==> src/hw/rtl/assert_macros.svh <==
// ----------------------------------------------------------------------------
// Assertion macros
// Clocked property checks used by the datapath; they compile away when
// NO_ASSERTIONS is defined.
// ----------------------------------------------------------------------------
`ifndef ASSERT_MACROS_SVH
`define ASSERT_MACROS_SVH

`ifndef NO_ASSERTIONS
`define MCO_ASSERT(lbl, clk, rst, prop) \
   lbl: assert property (@(posedge clk) disable iff (rst) prop) \
      else $error("assertion failed");
`define MCO_NEVER(lbl, clk, rst, cond) \
   lbl: assert property (@(posedge clk) disable iff (rst) !(cond)) \
      else $error("forbidden condition seen");
`else
`define MCO_ASSERT(lbl, clk, rst, prop)
`define MCO_NEVER(lbl, clk, rst, cond)
`endif

`endif

==> src/hw/rtl/mco_pkg.sv <==
// ----------------------------------------------------------------------------
// mco_pkg
// Types, codes and widths shared by the matrix chain order cost block.
// ----------------------------------------------------------------------------
`default_nettype none

package mco_pkg;

   localparam int MAX_MATRICES_DEF = 64;
   localparam int DIM_BITS_DEF     = 16;

   localparam int DIM_VALUE_W = 16;
   localparam int MIN_COST_W  = 63;
   localparam int SPLIT_W     = 7;
   localparam int STATUS_W    = 2;
   localparam int COST_W      = 64;

   localparam logic [STATUS_W-1:0] STATUS_OK        = 2'd0;
   localparam logic [STATUS_W-1:0] STATUS_SATURATED = 2'd1;
   localparam logic [STATUS_W-1:0] STATUS_TOO_MANY  = 2'd2;
   localparam logic [STATUS_W-1:0] STATUS_NO_MATRIX = 2'd3;

   typedef enum logic [2:0] {
      ST_LOAD,
      ST_DECIDE,
      ST_CELL_RD,
      ST_CELL_MUL,
      ST_ITER,
      ST_DRAIN,
      ST_WRITE,
      ST_EMIT
   } state_type;

   typedef enum logic [1:0] {
      RES_FILL,
      RES_SINGLE,
      RES_TOO_MANY,
      RES_NONE
   } res_kind_type;

   typedef struct packed {
      logic         load;
      logic         cell_first;
      logic         cell_rd;
      logic         cell_mul;
      logic         issue;
      logic         write;
      logic         emit;
      res_kind_type kind;
   } cmd_type;

   typedef struct packed {
      logic too_many;
      logic count_lt2;
      logic count_eq2;
      logic last_k;
      logic last_len;
      logic pipe_busy;
      logic rsp_free;
   } sts_type;

endpackage

`default_nettype wire

==> src/hw/rtl/mco_ctrl.sv <==
// ----------------------------------------------------------------------------
// mco_ctrl
// Sequencer: loads dimensions, walks the interval table cell by cell and
// issues one split point per cycle, then hands the result to the output.
// ----------------------------------------------------------------------------
`default_nettype none

module mco_ctrl (
   input  logic             clock,
   input  logic             reset,
   input  logic             req_valid,
   input  logic             req_last,
   output logic             req_ready,
   input  mco_pkg::sts_type sts,
   output mco_pkg::cmd_type cmd
);

   mco_pkg::state_type    state_ff, state_in;
   mco_pkg::res_kind_type kind_ff, kind_in;

   always_ff @(posedge clock) begin
      if (reset) begin
         state_ff <= mco_pkg::ST_LOAD;
         kind_ff  <= mco_pkg::RES_NONE;
      end else begin
         state_ff <= state_in;
         kind_ff  <= kind_in;
      end
   end

   always_comb begin
      state_in       = state_ff;
      kind_in        = kind_ff;
      req_ready      = 1'b0;
      cmd            = '0;
      cmd.kind       = kind_ff;
      unique case (state_ff)
         mco_pkg::ST_LOAD: begin
            req_ready = 1'b1;
            if (req_valid) begin
               cmd.load = 1'b1;
               if (req_last) begin
                  state_in = mco_pkg::ST_DECIDE;
               end
            end
         end
         mco_pkg::ST_DECIDE: begin
            if (sts.too_many) begin
               kind_in  = mco_pkg::RES_TOO_MANY;
               state_in = mco_pkg::ST_EMIT;
            end else if (sts.count_lt2) begin
               kind_in  = mco_pkg::RES_NONE;
               state_in = mco_pkg::ST_EMIT;
            end else if (sts.count_eq2) begin
               kind_in  = mco_pkg::RES_SINGLE;
               state_in = mco_pkg::ST_EMIT;
            end else begin
               kind_in        = mco_pkg::RES_FILL;
               cmd.cell_first = 1'b1;
               state_in       = mco_pkg::ST_CELL_RD;
            end
         end
         mco_pkg::ST_CELL_RD: begin
            cmd.cell_rd = 1'b1;
            state_in    = mco_pkg::ST_CELL_MUL;
         end
         mco_pkg::ST_CELL_MUL: begin
            cmd.cell_mul = 1'b1;
            state_in     = mco_pkg::ST_ITER;
         end
         mco_pkg::ST_ITER: begin
            cmd.issue = 1'b1;
            if (sts.last_k) begin
               state_in = mco_pkg::ST_DRAIN;
            end
         end
         mco_pkg::ST_DRAIN: begin
            if (!sts.pipe_busy) begin
               state_in = mco_pkg::ST_WRITE;
            end
         end
         mco_pkg::ST_WRITE: begin
            cmd.write = 1'b1;
            // The whole-chain interval is the last cell of the last length.
            if (sts.last_len) begin
               state_in = mco_pkg::ST_EMIT;
            end else begin
               state_in = mco_pkg::ST_CELL_RD;
            end
         end
         mco_pkg::ST_EMIT: begin
            if (sts.rsp_free) begin
               cmd.emit = 1'b1;
               state_in = mco_pkg::ST_LOAD;
            end
         end
         default: begin
            state_in = mco_pkg::ST_LOAD;
         end
      endcase
   end

endmodule

`default_nettype wire

==> config.mk <==
export PLATFORM = sky130hd
export DESIGN_NAME = mco_ctrl
export DESIGN_NICKNAME = d
export VERILOG_FILES = /design/src/hw/rtl/assert_macros.svh /design/src/hw/rtl/mco_pkg.sv /design/src/hw/rtl/mco_ctrl.sv
export SDC_FILE = /design/constraint.sdc
export NUM_CORES = 1
export LEC_CHECK = 0
export BUFFER_PORTS_ARGS = -buffer_cell sky130_fd_sc_hd__buf_4
export CORE_AREA = 2 2 39 41
export DETAILED_ROUTE_END_ITERATION = 16
export DIE_AREA = 0 0 41 43
export HOLD_SLACK_MARGIN = 0.12
export PLACE_DENSITY = 0.58
export SYNTH_ARGS = -nofsm -noshare
export SYNTH_HDL_FRONTEND = slang
export SYNTH_SLANG_ARGS = --single-unit
export TNS_END_PERCENT = 1
==> constraint.sdc <==
create_clock -name clock -period 1.5 [get_ports clock]
set_input_delay 0.075 -clock clock [delete_from_list [all_inputs] [get_ports clock]]
set_output_delay 0.075 -clock clock [all_outputs]
set_load 0.005 [all_outputs]
Yosys cells after proc, flatten, opt, wreduce, memory -nomap -nowiden
Index checks and enable logic that the tools add are counted.
{"block": "word_totals", "reg_bits": 5, "elab_cells": 42, "in_bits": 11, "out_inout_bits": 10}
{"block": "classes", "mux": 26, "eq_ne": 12, "reduce_logical": 2}
{"op": "3-bit two-way mux", "count": 9}
{"op": "3-bit case mux with 8 select lines", "count": 1}
{"op": "1-bit two-way mux", "count": 14}
{"op": "3-bit equality test (second input constant)", "count": 4}
{"op": "2-bit != test (second input constant)", "count": 5}
{"op": "3-bit by 2-bit equality test with 1-bit output (second input constant)", "count": 2}
{"op": "5-bit AND reduction", "count": 1}
{"op": "2-bit two-way mux", "count": 2}
{"op": "3-bit by 1-bit equality test with 1-bit output (second input constant)", "count": 1}
{"op": "3-bit zero test", "count": 1}

Depth between registers and ports, before layout
Gate-level depths: netlist of run 1.
{"block": "logic_depth", "ltp_word": 4, "mapped_depth": 6, "depth_no_buf": 6}

Worst setup path after synthesis of run 1
Ideal clock, no wire load.
{"block": "synth_timing", "path_kind": "reg-to-reg", "from": "register state_ff[0]", "to": "register state_ff[1]", "path_buffers": 0, "arrival_ns": 1.358, "required_time_ns": 1.430, "setup_slack_ns": 0.072, "synth_period_minus_slack_ns": 1.428, "path_stages_with_launch": 7, "setup_ns": 0.070, "path_cell_list": "dfxtp_1 inv_1 ha_1 inv_2 o2111a_1 or3_1 a21oi_1"}
{"block": "synth_between", "elab_chain_len": 3, "word_cells_on_any_way": 15, "classes_between": "12 x eq/ne; 1 x mux; 2 x reduce/logical"}
{"item": "start: declaration", "line": "mco_ctrl.sv:18", "rtl": "mco_pkg::state_type state_ff, state_in;"}
{"item": "start signal: assignment", "line": "mco_ctrl.sv:23", "rtl": "state_ff <= mco_pkg::ST_LOAD;"}
{"item": "start signal: assignment", "line": "mco_ctrl.sv:26", "rtl": "state_ff <= state_in;"}
{"item": "3-bit equality test / 3-bit zero test (equally long branches)", "line": "mco_ctrl.sv:37", "rtl": "unique case (state_ff)"}
{"item": "2-bit != test (no source line)"}
{"item": "5-bit AND reduction (no source line)"}
Several ways; a longest one is shown, not always the timed one.
A chain may end at the register's enable or synchronous reset.

Worst setup path after layout of run 1
{"block": "layout_timing", "from": "register state_ff[0]", "to": "register state_ff[0]"}
Same word-level chain as after synthesis.

==> results.md, run 1 <==
* Die width at 41 um
* Rows at 14
* Buf+Inv Stages, Crit Path at 1
* Total CTS buffers at 3
* Clock Tree Buf Depth at 2
* Worst-path fanout max at 4
* Slowest stage delay, CP at 0.39 ns
* Overall power at 987 uW
* Share of cells above drive strength 1 at 42.3%
* Fin. Hold Viols at 0
* HP Class: in2reg
* Final Critical Period at 1.47 ns
* First-pass GRT wire length at 1600 um
* Post-DP HPWL at 785 um
* Hold_ws at 0.136 ns
* Cell taking the most area after synthesis: dfxtp_1
* CTS root buffer: clkbuf_4
* Synth async-reset ratio at 0%
* Fill count at 146
* Top cell type's share of synthesized area at 26.3%
* Worst EP arrival at 1.59 ns
* Final setup fails at 0
* Sequential cell area fraction in the yosys report at 26.3%
* Unrepaired setup endpoints after global routing: true
* Post-synth cell types at 23
* Clock latency on the worst-skew pair at 0.25 ns
* Warnings, synthesis at 0
* Register bit count reported by yosys at 5
* Cells after Synth at 50
* Post-route setup TNS at 0 ns
* Peak supply drop at 0.000577 V
* Crit path required time at 1.63 ns
* Sink Count at 5
* Routability cong. at 0.792
* Placed Area at 561 um^2
* PortBufs at 20
* NumNets Final at 94
* Leakage at 0.000303 uW
* Layout Utilization at 46.3%
* CP Class: reg2reg
* Initial Util at 27.5%
* Layout area overhead at 68.4%
* TritonCTS clock tree: yes
* Status: finished, final reports clean
* Ys flop type: dfxtp_1
* Core Region at 1380 um^2
* DRC viols at 0
* CP endpoint kind: flop
* Number of global-route vias before repair at 402
* Synthesized area at 380 um^2
* H-Tree Depth at 1
* Measured slew at the worst slew-check pin at 0.336 ns
* Setup Skew at 0.00196 ns
* Largest net degree at the start of global routing at 12
* Die Y at 43 um
* Total GRT Usage at 13.4%
* Delay-heaviest family, CP: flip-flops
* Initial antenna violation count at 0
* Drt total wl at 1060 um
* Boundary pin count at 21
* First-pass iteration count of the detailed router at 4
* Top cells by area, synth: dfxtp_1 26%, ha_1 13%, a21oi_1 6.6%, nor2b_1 6.6%, nand2_1 4.9%
* Startpoint types: flop
* Iter 0 DRT Violations at 14
* Ant. Diodes at 0
* Max stage delay cell, worst path: dfxtp_1
* Pwr/cell area at 1540 nW/um^2
* Reg clk slew, reported paths at 0.05 ns
* Wirelength per Cell at 11.3 um
* Max Slew Vio Count at 0
* Tcrit/Tclk final at 97.9%
* Synthesized Nets at 65
* Via/cell ratio at 4.71
* Die area at 1760 um^2
* Max cap viols at 0
* Postcts setup bufs at 0
* Slew headroom at 77.4%
* Vias at 443
* Grt ovf at 0
* EDFF count, synth at 0
* Worst path cell trace: inv_2, ha_1, and2_1, o2bb2ai_1, nor4_2, a21oi_1
* Post-route ant nets at 0
* Highest clock rate at 0.681 GHz
* Syn_area_per_cell at 7.61 um^2
* Fin area at 641 um^2
## power breakdown
part	internal (uW)	leakage (uW)	switching [uW]
clock network	96.8	0.0000177	61.3
registers	178	0.0000411	44.3
logic	313	0.000244	293
total	588	0.000303	398
## cell type report
class / instances / area, um^2 / share of cell area, %
Clock inverter: 1 / 5.00 / 0.781
Tap cell: 16 / 20.0 / 3.13
Multi-Input combinational cell: 40 / 283 / 44.1
Clock buffer: 3 / 22.5 / 3.52
Inverter: 4 / 15.0 / 2.34
Timing Repair Buffer: 25 / 195 / 30.5
Sequential cell: 5 / 100 / 15.6
## layout by cell type, fill, tap and decap left out, types with 3 or more instances in the layout
cell,synthesis,routed
a21oi_1,5,4
buf_4,0,22
clkbuf_4,0,3
dfxtp_1,5,5
dlygate4sd3_1,0,3
ha_1,4,3
inv_2,1,3
nand2_1,5,5
nor2b_1,4,4
nor3_1,3,3
## cells by family (layout without fill, tap and decap cells)
logic type / after synthesis / after routing / share of synthesized area [%]
AOI/OAI and AO/OA: 13 / 13 / 22.7
adders and majority gates: 4 / 4 / 13.2
buffers and inverters: 5 / 33 / 5.26
DFF: 5 / 5 / 26.3
and+or+nand+nor: 23 / 23 / 32.6
## flip-flops by register name (all words and copies together) (netlist names)
name,cells
kind_ff,2
state_ff,3
## worst reg2reg max path, cell delays in order (launching register included)
cell	delay [ns]
dfxtp_1	0.39
inv_2	0.07
ha_1	0.23
and2_1	0.18
o2bb2ai_1	0.15
nor4_2	0.21
a21oi_1	0.11
## cell usage after synthesis (2+ instances only)
| master | n |
|---|---|
| a21oi_1 | 5 |
| dfxtp_1 | 5 |
| nand2_1 | 5 |
| ha_1 | 4 |
| nor2b_1 | 4 |
| inv_1 | 3 |
| nor3_1 | 3 |
| and2_1 | 2 |
| nand2b_1 | 2 |
| nor2_1 | 2 |
| o21ai_0 | 2 |
| o31ai_1 | 2 |
## worst paths after layout
check                      to   startpoint  slack, ns  cells after the start
setup / recovery  state_ff[0]  state_ff[0]       0.03                      6
hold / removal     kind_ff[0]       sts[4]       0.14                      3
setup reg to reg  state_ff[0]  state_ff[0]       0.03                      6
hold reg to reg    kind_ff[0]   kind_ff[0]       0.47                      2
## layer usage
metal	share of wire [%]	GRT usage, %	wire, um	up-vias
li1	-	-	-	230
met1	39	13.9	412	200
met2	53	22.5	559	13
met3	8.1	4.71	86	0
met4	0	6.00	0	0
met5	0	0	0	-
## repair_timing
action	CTS	global route
resized for setup	2	4
hold endpoints to repair	3	0
hold buffers	3	0
setup endpoints to repair	2	3
## per-stage QoR
step | std cells | setup slack [ns]
2_1_floorplan | 50 | 0.0725
3_3_place_gp | 87 | 0.0417
3_5_place_dp | 87 | 0.00364
4_1_cts | 94 | -0.00389
5_1_grt | 94 | -0.0635
6_report | 94 | 0.0316
No activity file was read; power rests on OpenSTA's default activity.
==> run 2: changes to the inputs <==
--- a/config.mk
+++ b/config.mk
@@ -10,7 +10,7 @@
 export DETAILED_ROUTE_END_ITERATION = 16
 export DIE_AREA = 0 0 41 43
 export HOLD_SLACK_MARGIN = 0.12
-export PLACE_DENSITY = 0.58
+export MAX_ROUTING_LAYER = met4
 export SYNTH_ARGS = -nofsm -noshare
 export SYNTH_HDL_FRONTEND = slang
 export SYNTH_SLANG_ARGS = --single-unit
==> results.md, run 2 (synthesis gave the netlist of run 1 again) <==
* Share of cells above drive strength 1 at 47.4% (+5.1 points)
* Highest clock rate at 0.694 GHz (+1.9%)
* Hold Startpoint: sts[4]
* Unrepaired setup endpoints after global routing: false
* HP Class: in2reg
* Die width at 41 um (unchanged)
* TritonCTS clock tree: yes
* Vias at 440 (-0.68%)
* Number of flip-flops in the largest register at 3 (unchanged)
* Routability cong. at 0.757 (-4.4%)
* Setup Skew at 0.00512 ns (+0.00316 ns)
* Post-DP HPWL at 775 um (-1.3%)
* Overall power at 1020 uW (+3.0%)
* Status: finished, final reports clean
* First-pass iteration count of the detailed router at 4 (unchanged)
* Final Critical Period at 1.44 ns (-0.0277 ns)
* Hold_ws at 0.150 ns (+0.0144 ns)
* Core Region at 1380 um^2 (unchanged)
* Most common cell after layout, fill and taps aside: buf_4
* Hold Path Depth at 3 (unchanged)
* Startpoint types: flop
* Via/cell ratio at 4.68 (-0.68%)
* Slew headroom at 80.0% (+2.6 points)
* Layout area overhead at 76.0%
* Largest regs: state_ff (3), kind_ff (2)
* Ant. Diodes at 0 (unchanged)
* Clock latency on the worst-skew pair at 0.24 ns (about the same)
* Worst reg2reg startpoint: state_ff[1]
* Post-route setup TNS at 0 ns (unchanged)
* Dpl ws at -0.00938 ns (-0.0130 ns)
* Initial Util at 27.5% (unchanged)
* Final setup fails at 0 (unchanged)
* Reg area at 103 um^2 (+2.5%)
* Fill count at 145 (-0.68%)
* NumNets Final at 94 (unchanged)
* Largest net degree at the start of global routing at 12 (unchanged)
* FF-to-FF setup slack at 0.06 ns (+0.03 ns)
* Clock Tree Buf Depth at 2 (unchanged)
* Crit path required time at 1.67 ns (+0.04 ns)
* Worst-path fanout max at 5 (+1)
* H-Tree Depth at 1 (unchanged)
* Wirelength per Cell at 10.6 um (-6.0%)
* Most frequent cells in the layout: 21 x buf_4, 5 x nand2_1, 4 x nor2b_1, 4 x a21oi_1
* Max Slew Vio Count at 0 (unchanged)
* Grt ovf at 0 (unchanged)
* Number of global-route vias before repair at 388 (-3.5%)
* CP Class: reg2reg
* PortBufs at 20 (unchanged)
* DRC viols at 0 (unchanged)
* Total CTS buffers at 3 (unchanged)
* Iter 0 DRT Violations at 8 (-6)
* Boundary pin count at 21 (unchanged)
* Tcrit/Tclk final at 96.0% (-1.8 points)
* Reg clk slew, reported paths at 0.05 ns (about the same)
* Drt total wl at 994 um (-6.0%)
* R2R cell count at 6 (unchanged)
* Die area at 1760 um^2 (unchanged)
* Reg2reg end: state_ff[1]
* Worst EP arrival at 1.61 ns (+0.02 ns)
* Worst Hold Path EP: kind_ff[0]
* Area of the multi-input gates at 303 um^2 (+7.1%)
* Post-route ant nets at 0 (unchanged)
* Rows at 14 (unchanged)
* Leakage at 0.000304 uW (+0.26%)
* Initial antenna violation count at 0 (unchanged)
* Peak supply drop at 0.000650 V (+13%)
* First-pass GRT wire length at 1520 um (-4.8%)
* Max cap viols at 0 (unchanged)
* Biggest register: state_ff
* Sink Count at 5 (unchanged)
* CP endpoint kind: flop
* Pwr/cell area at 1520 nW/um^2 (-1.4%)
* CTS root buffer: clkbuf_4
* Fin. Hold Viols at 0 (unchanged)
* Measured slew at the worst slew-check pin at 0.299 ns (-0.0369 ns)
* Slack of the critical path at 0.0593 ns (+0.0277 ns)
* Die Y at 43 um (unchanged)
* Total GRT Usage at 13.0% (-0.39 points)
==> run 2: through the flow <==
step / util [%] / area [um^2] / std cells
after floorplan: - / 380 / 50
after global placement: 40.5 / 561 / 87
after detailed placement: 40.5 / 561 / 87
after CTS: 45.6 / 631 / 94
after global routing: 48.4 / 669 / 94
final: 48.4 / 669 / 94
==> run 2: how the worst max path moves through the flow <==
stage | startpoint | endpoint | slack [ns] | depth (start not counted)
finish | state_ff[1] | state_ff[1] | 0.06 | 6
global route | state_ff[1] | state_ff[1] | 0.002 | 6
CTS | state_ff[0] | cmd[7] | 0.01 | 6
detailed placement | state_ff[0] | state_ff[1] | -0.009 | 6
global placement | state_ff[0] | state_ff[1] | 0.01 | 6
floorplan | state_ff[0] | state_ff[1] | 0.07 | 6
==> run 2: layer usage <==
layer,up-vias,GRT usage [%],part of all wire [%]
met4,0,2.00,0
met1,190,15.8,40
met3,0,6.28,10
met2,18,19.4,50
li1,232,-,-
met5,-,-,0
==> run 2: area by class of cell <==
class                           count  area share [%]
Multi-Input combinational cell     40            45.2
Timing Repair Buffer               25            29.7
Sequential cell                     5            15.3
Clock buffer                        3            3.36
Tap cell                           16            2.99
Inverter                            4            2.62
Clock inverter                      1           0.748
==> run 2: critical path, stage by stage, from the launching register on <==
cell      delay [ns]
dfxtp_2         0.34
inv_4           0.08
ha_4            0.16
inv_2           0.04
o2111a_2        0.27
or3_1           0.36
a21oi_2         0.11
==> run 2: report_power, final <==
part / internal (uW) / switching (uW) / total, uW
Clock: 96.4 / 54.6 / 151
Combinational: 334 / 296 / 630
Sequential: 184 / 50.8 / 235
Total: 615 / 401 / 1020
==> run 2: what timing repair did <==
item	4_1_cts	5_1_grt
hold buffers	3	0
endpoints found under the setup margin	1	3
pin swaps	1	1
buffers inserted	0	0
resized for setup	3	11
hold endpoints to repair	3	0
